`src/rtl/core/assert_macros.svh`:
```
// Assertion macros shared by the chain code encoder modules.
// No dependencies; include by bare file name.
`ifndef ASSERT_MACROS_SVH
`define ASSERT_MACROS_SVH

// Same-cycle implication, disabled during reset.
`define BCC_ASSERT_IMPL(label, clk, rst_n, ante, cons) \
    label: assert property (@(posedge clk) disable iff (!rst_n) (ante) |-> (cons)) \
        else $error("bcc assertion failed");

// Next-cycle implication, disabled during reset.
`define BCC_ASSERT_NEXT(label, clk, rst_n, ante, cons) \
    label: assert property (@(posedge clk) disable iff (!rst_n) (ante) |=> (cons)) \
        else $error("bcc assertion failed");

`endif

```
`src/rtl/core/bcc_pkg.sv`:
```
// Types, codes and helper functions of the chain code encoder.
// No dependencies; used by every module of the block.
`timescale 1ns / 1ps
`default_nettype none

package bcc_pkg;

    localparam int FIELD_COORD_W = 16;
    localparam int OUT_PERIM_W   = 27;
    localparam int LEN_W         = 11;

    typedef enum logic [1:0] {
        ST_MOVE   = 2'd0,
        ST_CLOSE  = 2'd1,
        ST_SINGLE = 2'd2,
        ST_EMPTY  = 2'd3
    } status_t;

    typedef enum logic {
        OP_POINT = 1'b0,
        OP_CUT   = 1'b1
    } op_kind_t;

    // one request handed from the front to the back
    typedef struct packed {
        op_kind_t                 kind;
        logic                     last;
        logic [FIELD_COORD_W-1:0] x;
        logic [FIELD_COORD_W-1:0] y;
    } op_t;

    // relation of a coordinate to the previous one
    localparam logic [1:0] REL_LESS = 2'd0;
    localparam logic [1:0] REL_EQ   = 2'd1;
    localparam logic [1:0] REL_MORE = 2'd2;

    localparam logic [3:0] MV_SAME = 4'd0;
    localparam logic [3:0] MV_E    = 4'd1;
    localparam logic [3:0] MV_NE   = 4'd2;
    localparam logic [3:0] MV_N    = 4'd3;
    localparam logic [3:0] MV_NW   = 4'd4;
    localparam logic [3:0] MV_W    = 4'd5;
    localparam logic [3:0] MV_SW   = 4'd6;
    localparam logic [3:0] MV_S    = 4'd7;
    localparam logic [3:0] MV_SE   = 4'd8;

    localparam logic [LEN_W-1:0] LEN_AXIS = 11'd1000;
    localparam logic [LEN_W-1:0] LEN_DIAG = 11'd1414;

    // y grows downward, so a smaller y is north
    function automatic logic [3:0] code_of(input logic [1:0] rx, input logic [1:0] ry);
        logic [3:0] c;
        c = MV_SAME;
        case (rx)
            REL_LESS:
            begin
                case (ry)
                    REL_LESS: c = MV_NW;
                    REL_EQ:   c = MV_W;
                    default:  c = MV_SW;
                endcase
            end
            REL_EQ:
            begin
                case (ry)
                    REL_LESS: c = MV_N;
                    REL_EQ:   c = MV_SAME;
                    default:  c = MV_S;
                endcase
            end
            default:
            begin
                case (ry)
                    REL_LESS: c = MV_NE;
                    REL_EQ:   c = MV_E;
                    default:  c = MV_SE;
                endcase
            end
        endcase
        return c;
    endfunction

    function automatic logic [LEN_W-1:0] move_len(input logic [3:0] code);
        logic [LEN_W-1:0] len;
        if (code == MV_SAME)
            len = '0;
        else if (code[0])
            len = LEN_AXIS;
        else
            len = LEN_DIAG;
        return len;
    endfunction

endpackage

`default_nettype wire

```
`src/rtl/core/bcc_front.sv`:
```
// Front end: accepts boundary points, drops points after a cut, emits requests.
// Depends on bcc_pkg.
`timescale 1ns / 1ps
`default_nettype none

module bcc_front (
    input  wire logic                              clk,
    input  wire logic                              rst_n,
    input  wire logic                              in_valid,
    output logic                                   in_stall,
    input  wire logic [bcc_pkg::FIELD_COORD_W-1:0] x_coord,
    input  wire logic [bcc_pkg::FIELD_COORD_W-1:0] y_coord,
    input  wire logic                              outer_contour,
    input  wire logic                              final_point,
    input  wire logic                              q_full,
    output logic                                   q_push,
    output bcc_pkg::op_t                           q_op
);

    logic skipping_reg, skipping_next;
    logic accept;

    assign in_stall = q_full;
    assign accept   = in_valid && !q_full;
    assign q_push   = accept && !skipping_reg;

    always_comb
    begin
        q_op.kind = outer_contour ? bcc_pkg::OP_POINT : bcc_pkg::OP_CUT;
        q_op.last = final_point;
        q_op.x    = x_coord;
        q_op.y    = y_coord;
    end

    // a non-final cut discards everything up to and including the next final point
    always_comb
    begin
        skipping_next = skipping_reg;
        if (accept)
        begin
            if (skipping_reg)
                skipping_next = !final_point;
            else if (!outer_contour && !final_point)
                skipping_next = 1'b1;
        end
    end

    always_ff @(posedge clk or negedge rst_n)
    begin
        if (!rst_n)
            skipping_reg <= 1'b0;
        else
            skipping_reg <= skipping_next;
    end

endmodule

`default_nettype wire

```
`src/rtl/core/bcc_queue.sv`:
```
// Small register queue of requests between front and back.
// Depends on bcc_pkg and assert_macros.svh.
`timescale 1ns / 1ps
`default_nettype none
`include "assert_macros.svh"

module bcc_queue #(
    parameter int DEPTH = 4
) (
    input  wire logic         clk,
    input  wire logic         rst_n,
    input  wire logic         push,
    input  wire bcc_pkg::op_t push_op,
    output logic              full,
    input  wire logic         pop,
    output logic              head_valid,
    output bcc_pkg::op_t      head_op
);

    localparam int PTR_W = $clog2(DEPTH);
    localparam int CNT_W = $clog2(DEPTH + 1);

    bcc_pkg::op_t    slots_reg [DEPTH];
    logic [PTR_W-1:0] wr_ptr_reg, wr_ptr_next;
    logic [PTR_W-1:0] rd_ptr_reg, rd_ptr_next;
    logic [CNT_W-1:0] count_reg, count_next;

    assign full       = (count_reg == CNT_W'(DEPTH));
    assign head_valid = (count_reg != '0);
    assign head_op    = slots_reg[rd_ptr_reg];

    always_comb
    begin
        wr_ptr_next = wr_ptr_reg;
        rd_ptr_next = rd_ptr_reg;
        count_next  = count_reg;
        if (push)
            wr_ptr_next = (wr_ptr_reg == PTR_W'(DEPTH - 1)) ? '0 : wr_ptr_reg + 1'b1;
        if (pop)
            rd_ptr_next = (rd_ptr_reg == PTR_W'(DEPTH - 1)) ? '0 : rd_ptr_reg + 1'b1;
        if (push && !pop)
            count_next = count_reg + 1'b1;
        else if (pop && !push)
            count_next = count_reg - 1'b1;
    end

    always_ff @(posedge clk or negedge rst_n)
    begin
        if (!rst_n)
        begin
            wr_ptr_reg <= '0;
            rd_ptr_reg <= '0;
            count_reg  <= '0;
        end
        else
        begin
            wr_ptr_reg <= wr_ptr_next;
            rd_ptr_reg <= rd_ptr_next;
            count_reg  <= count_next;
        end
    end

    always_ff @(posedge clk)
    begin
        if (push)
            slots_reg[wr_ptr_reg] <= push_op;
    end

    `BCC_ASSERT_IMPL(a_no_pop_empty, clk, rst_n, pop, count_reg != '0)
    `BCC_ASSERT_IMPL(a_no_push_full, clk, rst_n, push, count_reg != CNT_W'(DEPTH))
    `BCC_ASSERT_IMPL(a_count_in_range, clk, rst_n, 1'b1, count_reg <= CNT_W'(DEPTH))

endmodule

`default_nettype wire

```
`src/rtl/core/bcc_back.sv`:
```
// Back end: holds chain state, encodes moves, sums perimeter, drives results.
// Depends on bcc_pkg and assert_macros.svh.
`timescale 1ns / 1ps
`default_nettype none
`include "assert_macros.svh"

module bcc_back #(
    parameter int COORD_BITS = 16,
    parameter int PERIM_BITS = 27
) (
    input  wire logic                            clk,
    input  wire logic                            rst_n,
    input  wire logic                            op_valid,
    input  wire bcc_pkg::op_t                    op,
    output logic                                 op_pop,
    output logic                                 out_valid,
    input  wire logic                            out_stall,
    output logic [3:0]                           move_code,
    output logic [1:0]                           status,
    output logic [bcc_pkg::OUT_PERIM_W-1:0]      perimeter_milli,
    output logic                                 chain_end
);

    localparam int FW = bcc_pkg::FIELD_COORD_W;
    localparam int OW = bcc_pkg::OUT_PERIM_W;
    localparam int LW = bcc_pkg::LEN_W;

    logic [COORD_BITS-1:0] prev_x_reg, prev_x_next, prev_y_reg, prev_y_next;
    logic [COORD_BITS-1:0] start_x_reg, start_x_next, start_y_reg, start_y_next;
    logic [PERIM_BITS-1:0] perim_reg, perim_next;
    logic have_start_reg, have_start_next;
    logic have_moves_reg, have_moves_next;
    logic close_pending_reg, close_pending_next;

    logic                  out_valid_reg, out_valid_next;
    logic [3:0]            out_move_reg, out_move_next;
    bcc_pkg::status_t      out_status_reg, out_status_next;
    logic [PERIM_BITS-1:0] out_perim_reg, out_perim_next;
    logic                  out_end_reg, out_end_next;

    logic [COORD_BITS+FW-1:0]  x_ext, y_ext;
    logic [COORD_BITS-1:0]     op_x, op_y;
    logic [3:0]                step_code, close_code;
    logic [PERIM_BITS:0]       sum_wide;
    logic [PERIM_BITS-1:0]     sum_sat;
    logic [PERIM_BITS+OW-1:0]  perim_out_ext;
    logic                      load_ok;

    function automatic logic [1:0] rel(input logic [COORD_BITS-1:0] from,
                                       input logic [COORD_BITS-1:0] to);
        logic [1:0] r;
        if (to < from)
            r = bcc_pkg::REL_LESS;
        else if (to == from)
            r = bcc_pkg::REL_EQ;
        else
            r = bcc_pkg::REL_MORE;
        return r;
    endfunction

    // only the low COORD_BITS bits of a coordinate take part
    assign x_ext = {{COORD_BITS{1'b0}}, op.x};
    assign y_ext = {{COORD_BITS{1'b0}}, op.y};
    assign op_x  = x_ext[COORD_BITS-1:0];
    assign op_y  = y_ext[COORD_BITS-1:0];

    assign step_code  = bcc_pkg::code_of(rel(prev_x_reg, op_x), rel(prev_y_reg, op_y));
    assign close_code = bcc_pkg::code_of(rel(prev_x_reg, start_x_reg),
                                         rel(prev_y_reg, start_y_reg));

    assign sum_wide = {1'b0, perim_reg}
                    + {{(PERIM_BITS + 1 - LW){1'b0}}, bcc_pkg::move_len(step_code)};
    assign sum_sat  = sum_wide[PERIM_BITS] ? {PERIM_BITS{1'b1}} : sum_wide[PERIM_BITS-1:0];

    assign load_ok = !out_valid_reg || !out_stall;

    always_comb
    begin
        prev_x_next        = prev_x_reg;
        prev_y_next        = prev_y_reg;
        start_x_next       = start_x_reg;
        start_y_next       = start_y_reg;
        perim_next         = perim_reg;
        have_start_next    = have_start_reg;
        have_moves_next    = have_moves_reg;
        close_pending_next = close_pending_reg;
        out_valid_next     = out_valid_reg;
        out_move_next      = out_move_reg;
        out_status_next    = out_status_reg;
        out_perim_next     = out_perim_reg;
        out_end_next       = out_end_reg;
        op_pop             = 1'b0;

        if (load_ok)
            out_valid_next = 1'b0;

        if (close_pending_reg)
        begin
            // second result of a final point: the move back to the start
            if (load_ok)
            begin
                out_valid_next     = 1'b1;
                out_move_next      = close_code;
                out_status_next    = bcc_pkg::ST_CLOSE;
                out_perim_next     = perim_reg;
                out_end_next       = 1'b1;
                have_start_next    = 1'b0;
                have_moves_next    = 1'b0;
                perim_next         = '0;
                close_pending_next = 1'b0;
            end
        end
        else if (op_valid && load_ok)
        begin
            op_pop = 1'b1;
            case (op.kind)
                bcc_pkg::OP_CUT:
                begin
                    out_valid_next = 1'b1;
                    out_end_next   = 1'b1;
                    out_move_next  = bcc_pkg::MV_SAME;
                    out_perim_next = '0;
                    if (!have_start_reg)
                        out_status_next = bcc_pkg::ST_EMPTY;
                    else if (!have_moves_reg)
                        out_status_next = bcc_pkg::ST_SINGLE;
                    else
                    begin
                        out_status_next = bcc_pkg::ST_CLOSE;
                        out_move_next   = close_code;
                        out_perim_next  = perim_reg;
                    end
                    have_start_next = 1'b0;
                    have_moves_next = 1'b0;
                    perim_next      = '0;
                end
                default:
                begin
                    if (!have_start_reg)
                    begin
                        start_x_next    = op_x;
                        start_y_next    = op_y;
                        prev_x_next     = op_x;
                        prev_y_next     = op_y;
                        perim_next      = '0;
                        have_moves_next = 1'b0;
                        have_start_next = !op.last;
                        if (op.last)
                        begin
                            out_valid_next  = 1'b1;
                            out_move_next   = bcc_pkg::MV_SAME;
                            out_status_next = bcc_pkg::ST_SINGLE;
                            out_perim_next  = '0;
                            out_end_next    = 1'b1;
                        end
                    end
                    else
                    begin
                        prev_x_next        = op_x;
                        prev_y_next        = op_y;
                        perim_next         = sum_sat;
                        have_moves_next    = 1'b1;
                        close_pending_next = op.last;
                        out_valid_next     = 1'b1;
                        out_move_next      = step_code;
                        out_status_next    = bcc_pkg::ST_MOVE;
                        out_perim_next     = sum_sat;
                        out_end_next       = 1'b0;
                    end
                end
            endcase
        end
    end

    always_ff @(posedge clk or negedge rst_n)
    begin
        if (!rst_n)
        begin
            have_start_reg    <= 1'b0;
            have_moves_reg    <= 1'b0;
            close_pending_reg <= 1'b0;
            out_valid_reg     <= 1'b0;
            perim_reg         <= '0;
        end
        else
        begin
            have_start_reg    <= have_start_next;
            have_moves_reg    <= have_moves_next;
            close_pending_reg <= close_pending_next;
            out_valid_reg     <= out_valid_next;
            perim_reg         <= perim_next;
        end
    end

    always_ff @(posedge clk)
    begin
        prev_x_reg     <= prev_x_next;
        prev_y_reg     <= prev_y_next;
        start_x_reg    <= start_x_next;
        start_y_reg    <= start_y_next;
        out_move_reg   <= out_move_next;
        out_status_reg <= out_status_next;
        out_perim_reg  <= out_perim_next;
        out_end_reg    <= out_end_next;
    end

    assign perim_out_ext   = {{OW{1'b0}}, out_perim_reg};
    assign out_valid       = out_valid_reg;
    assign move_code       = out_move_reg;
    assign status          = out_status_reg;
    assign perimeter_milli = perim_out_ext[OW-1:0];
    assign chain_end       = out_end_reg;

    `BCC_ASSERT_IMPL(a_close_has_moves, clk, rst_n, close_pending_reg,
                     have_start_reg && have_moves_reg)
    `BCC_ASSERT_IMPL(a_no_pop_while_closing, clk, rst_n, close_pending_reg, !op_pop)
    `BCC_ASSERT_NEXT(a_final_move_then_close, clk, rst_n,
                     out_valid_reg && !out_stall && out_status_reg == bcc_pkg::ST_MOVE
                     && close_pending_reg,
                     out_valid_reg && out_status_reg == bcc_pkg::ST_CLOSE && out_end_reg)

endmodule

`default_nettype wire

```
`src/rtl/core/boundary_chain_code_encoder.sv`:
```
// Path: a point waits in a queue slot; its first result is registered in the back end.
// Throughput: one point per cycle while the queue is not full. A final point after a move
// gives two results; no pop until the second enters the single output register.
// Reset: asynchronous, active low; chain state and queue empty, no clearing pass.
// Top level of the 8-connected chain code encoder; depends on bcc_pkg,
// bcc_front, bcc_queue and bcc_back.
`timescale 1ns / 1ps
`default_nettype none

module boundary_chain_code_encoder #(
    parameter int COORD_BITS  = 16,
    parameter int PERIM_BITS  = 27,
    parameter int QUEUE_DEPTH = 4
) (
    input  wire logic        clk,
    input  wire logic        rst_n,
    // point channel
    input  wire logic        in_valid,
    output logic             in_stall,
    input  wire logic [15:0] x_coord,
    input  wire logic [15:0] y_coord,
    input  wire logic        outer_contour,
    input  wire logic        final_point,
    // result channel
    output logic             out_valid,
    input  wire logic        out_stall,
    output logic [3:0]       move_code,
    output logic [1:0]       status,
    output logic [26:0]      perimeter_milli,
    output logic             chain_end
);

    // Front: drops points after a cut and turns every point it keeps into a
    // request (point or cut). Its only stall source is a full queue.
    logic         q_push;
    logic         q_full;
    bcc_pkg::op_t q_push_op;

    // Back: pops one request per cycle while its output register is free and no close waits.
    logic         q_pop;
    logic         q_head_valid;
    bcc_pkg::op_t q_head_op;

    bcc_front u_front (
        .clk           (clk),
        .rst_n         (rst_n),
        .in_valid      (in_valid),
        .in_stall      (in_stall),
        .x_coord       (x_coord),
        .y_coord       (y_coord),
        .outer_contour (outer_contour),
        .final_point   (final_point),
        .q_full        (q_full),
        .q_push        (q_push),
        .q_op          (q_push_op)
    );

    // Short queue so a stalled result sink does not immediately stall points.
    bcc_queue #(
        .DEPTH (QUEUE_DEPTH)
    ) u_queue (
        .clk        (clk),
        .rst_n      (rst_n),
        .push       (q_push),
        .push_op    (q_push_op),
        .full       (q_full),
        .pop        (q_pop),
        .head_valid (q_head_valid),
        .head_op    (q_head_op)
    );

    // Chain state, direction coding, saturating perimeter, closing move.
    bcc_back #(
        .COORD_BITS (COORD_BITS),
        .PERIM_BITS (PERIM_BITS)
    ) u_back (
        .clk             (clk),
        .rst_n           (rst_n),
        .op_valid        (q_head_valid),
        .op              (q_head_op),
        .op_pop          (q_pop),
        .out_valid       (out_valid),
        .out_stall       (out_stall),
        .move_code       (move_code),
        .status          (status),
        .perimeter_milli (perimeter_milli),
        .chain_end       (chain_end)
    );

endmodule

`default_nettype wire
```
`config.mk`:
```
export PLATFORM = sky130hd
export DESIGN_NAME = boundary_chain_code_encoder
export DESIGN_NICKNAME = d
export VERILOG_FILES = /design/src/rtl/core/bcc_pkg.sv /design/src/rtl/core/bcc_front.sv /design/src/rtl/core/bcc_queue.sv /design/src/rtl/core/bcc_back.sv /design/src/rtl/core/boundary_chain_code_encoder.sv
export VERILOG_INCLUDE_DIRS = /design/src /design/src/rtl/core
export SDC_FILE = /design/constraint.sdc
export NUM_CORES = 1
export LEC_CHECK = 0
export BUFFER_PORTS_ARGS = -buffer_cell sky130_fd_sc_hd__buf_2
export CORE_MARGIN = 8
export CORE_UTILIZATION = 66
export CTS_CLUSTER_SIZE = 10
export DETAILED_ROUTE_END_ITERATION = 6
export HOLD_SLACK_MARGIN = 0.12
export PLACE_DENSITY = 0.95
export REMOVE_ABC_BUFFERS = 1
export SYNTH_ARGS = -nofsm -noshare
export SYNTH_HDL_FRONTEND = slang
export SYNTH_SLANG_ARGS = --single-unit
export TNS_END_PERCENT = 30
```
`constraint.sdc`:
```
create_clock -name clk -period 14.8 [get_ports clk]
set_input_delay 0.74 -clock clk [delete_from_list [all_inputs] [get_ports clk]]
set_output_delay 0.74 -clock clk [all_outputs]
set_load 0.1 [all_outputs]
```
==> metrics.md <==
| Metric | Value |
|---|---|
| Reg2reg setup slack | 8.16 ns |
| Final Worst Setup Slack | 8.16 ns |
| Synthesized flop and latch total | 273 |
| Setup Fix Bufs, Post-CTS | 0 |
| Deepest clock path buffer count | 3 |
| DR vias/cell | 6.76 |
| FF+latch area | 8000 µm² |
| Syn_area_per_cell | 14.5 µm² |
| Slew HR | 0.314 |
| Syn Std Cell Area | 12,600 µm² |
| # hold bufs at CTS | 0 |
| Synth Instances | 869 |
| FF-to-FF End | u_back.perim_reg[21]$_DFFE_PN0P_ |
| Design Area, Final | 14,100 µm² |
| # rows | 50 |
| Crit Path Class | flop to flop |
| Pwr dens | 231 nW/µm² |
| Initial DRC count | 821 |
| Post-synth EDFFs | 234 |
| DRC errors left | 0 |
| Synth top area share | 0.557 |
| Total track usage | 0.230 |
| First-pass GRT wire length | 43,900 µm |
| Max-slew violations | 0 |
| Proportion of layout cells with a drive suffix above 1 | 0.190 |
| Starting Density | 0.675 |
| Worst hold path type | input pin to asynchronous set/reset pin |
| Cts repair resizes | 0 |
| Seq/Total Area, Yosys | 0.634 |
| Root buffer cell | clkbuf_16 |
| Chip Height | 154 µm |
| Crit. End Element | flop |
| Clock sinks | 273 |
| DP Area | 13,200 µm² |
| R2r worst-path depth | 17 |
| Total Routed Length | 27,300 µm |
| Cell at the slowest stage of the critical path | nor3_2 |
| Worst vdd ir | 0.150 mV |
| Core footprint | 18,700 µm² |
| Hold_ws | 0.319 ns |
| Fmax | 151 MHz |
| Routability cong. | 0.883 |
| FF-to-FF Start | u_queue.rd_ptr_reg[0]$_DFFE_PN0P_ |
| Post-synth top area cell | edfxtp_1 |
| DP Wirelength | 17,000 µm |
| Vias in the first global route | 8,273 |
| Least-Margin Pin Slew | 1.02 ns |
| # diodes | 0 |
| Top-level I/O count | 74 |
| Fillcell total | 1,010 |
| Yosys warns | 0 |
| Layout area overhead | 11.5% |
| Crit-path most repeated cell | ha_1 |
| Leakage Power | 5.40 nW |
| Total of max-cap violations | 0 |
| Final core occ | 0.752 |
| Critical Path Max Stage Delay | 0.87 ns |
| Clock latency on the worst-skew pair | 0.55 ns |
| Clock Pin Slew Worst Setup and Hold Paths | 0.06 ns |
| Ys flop type | edfxtp_1 |
| Worst EP required | 15.22 ns |
| Crit Path Max Fanout | 37 |
| Via count | 8,145 |
| Final worst-path cycle share | 0.449 |
| Distinct cells, synth | 76 |
| Synth top area cells | edfxtp_1 (56%), dfrtp_1 (7.7%), ha_1 (7.6%), mux4_2 (6.1%), a21oi_1 (2.3%) |
| DRT Pass-1 Iters | 6 |
| Die width | 154 µm |
| Initial antenna violation count | 0 |
| Worst Path Arrival | 7.06 ns |
| Num CTS Buffers | 31 |
| Nets@finish | 1,062 |
| Critical Path, Cell by Cell | buf_4 -> mux4_2 -> ha_1 -> nand4_1 -> or3_1 -> a21o_1 -> a31oi_2 -> xnor2_1 -> ha_1 -> and4_1 -> a221oi_2 -> o211ai_1 -> a31oi_1 -> nor3_2 -> and2_1 -> nand2_1 -> o311ai_0 |
| Drt wl/cell | 22.7 µm |
| Max FFs per register | 136 |
| CTS tree | done |
| Setup TNS | 0 ns |
| Antenna Violating Nets Remaining | 0 |
| Minimum clock period | 6.64 ns |
| Die ar. | 23,800 µm² |
| Largest net degree at the start of global routing | 40 |
| Fin. Hold Viols | 0 |
| Pre-CTS setup slack | 8.51 ns |
| Most common cell in the netlist | edfxtp_1 |
| Multi-input gate area | 4280 µm² |
| Unrepaired setup endpoints after global routing | false |
| Worst Setup Start Kind | flop |
| Setup Viol. Count Final | 0 |
| Clk_skew | 0.0151 ns |
| Status | complete, no violations |
| Grt ovf | 0 |
| Synth top cells by count | edfxtp_1 (234), ha_1 (77), a21oi_1 (57) |
| Post-synth ARST share | 0.143 |
| # port buffers | 73 |
| CTS H-tree depth | 1 |
==> worst max-delay path by stage <==
stage                     cells past startpoint  slack, ns                              start                                    to
after floorplan                              16       8.72  u_queue.rd_ptr_reg[0]$_DFFE_PN0P_  u_back.perimeter_milli[21]$_DFFE_PP_
after global placement                       16       8.78  u_queue.rd_ptr_reg[0]$_DFFE_PN0P_      u_back.perim_reg[22]$_DFFE_PN0P_
after detailed placement                     17       8.51  u_queue.rd_ptr_reg[0]$_DFFE_PN0P_      u_back.perim_reg[21]$_DFFE_PN0P_
after CTS                                    17       8.38  u_queue.rd_ptr_reg[0]$_DFFE_PN0P_      u_back.perim_reg[21]$_DFFE_PN0P_
after global routing                         17       7.96  u_queue.rd_ptr_reg[0]$_DFFE_PN0P_      u_back.perim_reg[21]$_DFFE_PN0P_
final                                        17       8.16  u_queue.rd_ptr_reg[0]$_DFFE_PN0P_      u_back.perim_reg[21]$_DFFE_PN0P_
==> cell usage in the layout (no fill, tap or decap), types with 4 or more instances in the layout <==
cell	instances
xor2_1	4
a31oi_1	18
xnor2_1	8
o311ai_0	9
nand3_1	9
ha_1	77
clkbuf_1	25
a21oi_1	56
and3_1	11
a221o_1	14
nor3_1	9
inv_1	44
mux4_2	34
nand4_1	19
nand2_1	54
buf_2	73
a21o_1	17
o21a_1	6
nor2_1	24
clkbuf_16	31
nor2b_1	5
buf_4	10
edfxtp_1	234
o21ai_0	44
or3_1	6
o311ai_1	9
dfrtp_1	38
o211ai_1	6
and2_1	7
==> routing by layer <==
layer  part of all wire  track usage  vias to the layer above
met3               0.10       0.0479                       80
li1                   -            -                     3584
met5                  0            0                        -
met2               0.49        0.381                      559
met4              0.028       0.0863                        0
met1               0.38        0.296                     3922
==> logic make-up after synthesis <==
kind of cell               count (synthesis)  share of synthesized area
AOI/OAI and AO/OA                        219                      0.119
buffers and inverters                     84                     0.0281
adders and majority gates                 78                     0.0779
and+or+nand+nor                          166                     0.0693
xor gates and xnor gates                  12                    0.00833
muxes                                     37                     0.0634
DFF                                      273                      0.634
==> per-stage QoR <==
step           std cells  power [W]
3_5_place_dp        1147    0.00253
5_1_grt             1204    0.00340
4_1_cts             1204    0.00324
2_1_floorplan        830    0.00219
6_report            1204    0.00325
3_3_place_gp        1147    0.00244
==> cell type report <==
cell class	count	share of cell area
clock buffers	57	0.0628
multi-input cells	512	0.304
well taps	234	0.0208
flip-flops and latches	273	0.569
repair buffers	83	0.0313
inverters	45	0.0120
==> worst max-delay path, delay by kind of cell, from the launching register on <==
family | cells | cell delay (ns)
mux | 1 | 0.66
fa+ha+maj | 2 | 0.80
xor+xnor | 1 | 0.25
compound gates | 6 | 1.31
flops | 1 | 0.35
buf+inv | 1 | 0.58
simple gates | 6 | 2.52
==> power by group <==
group | internal, W | switching (W) | leakage [nW]
sequential | 0.00110 | 0.0000741 | 2.69
combinational | 0.000409 | 0.000992 | 2.29
clock | 0.000395 | 0.000281 | 0.419
total | 0.00191 | 0.00135 | 5.40
(Power assumes the default switching activity.)
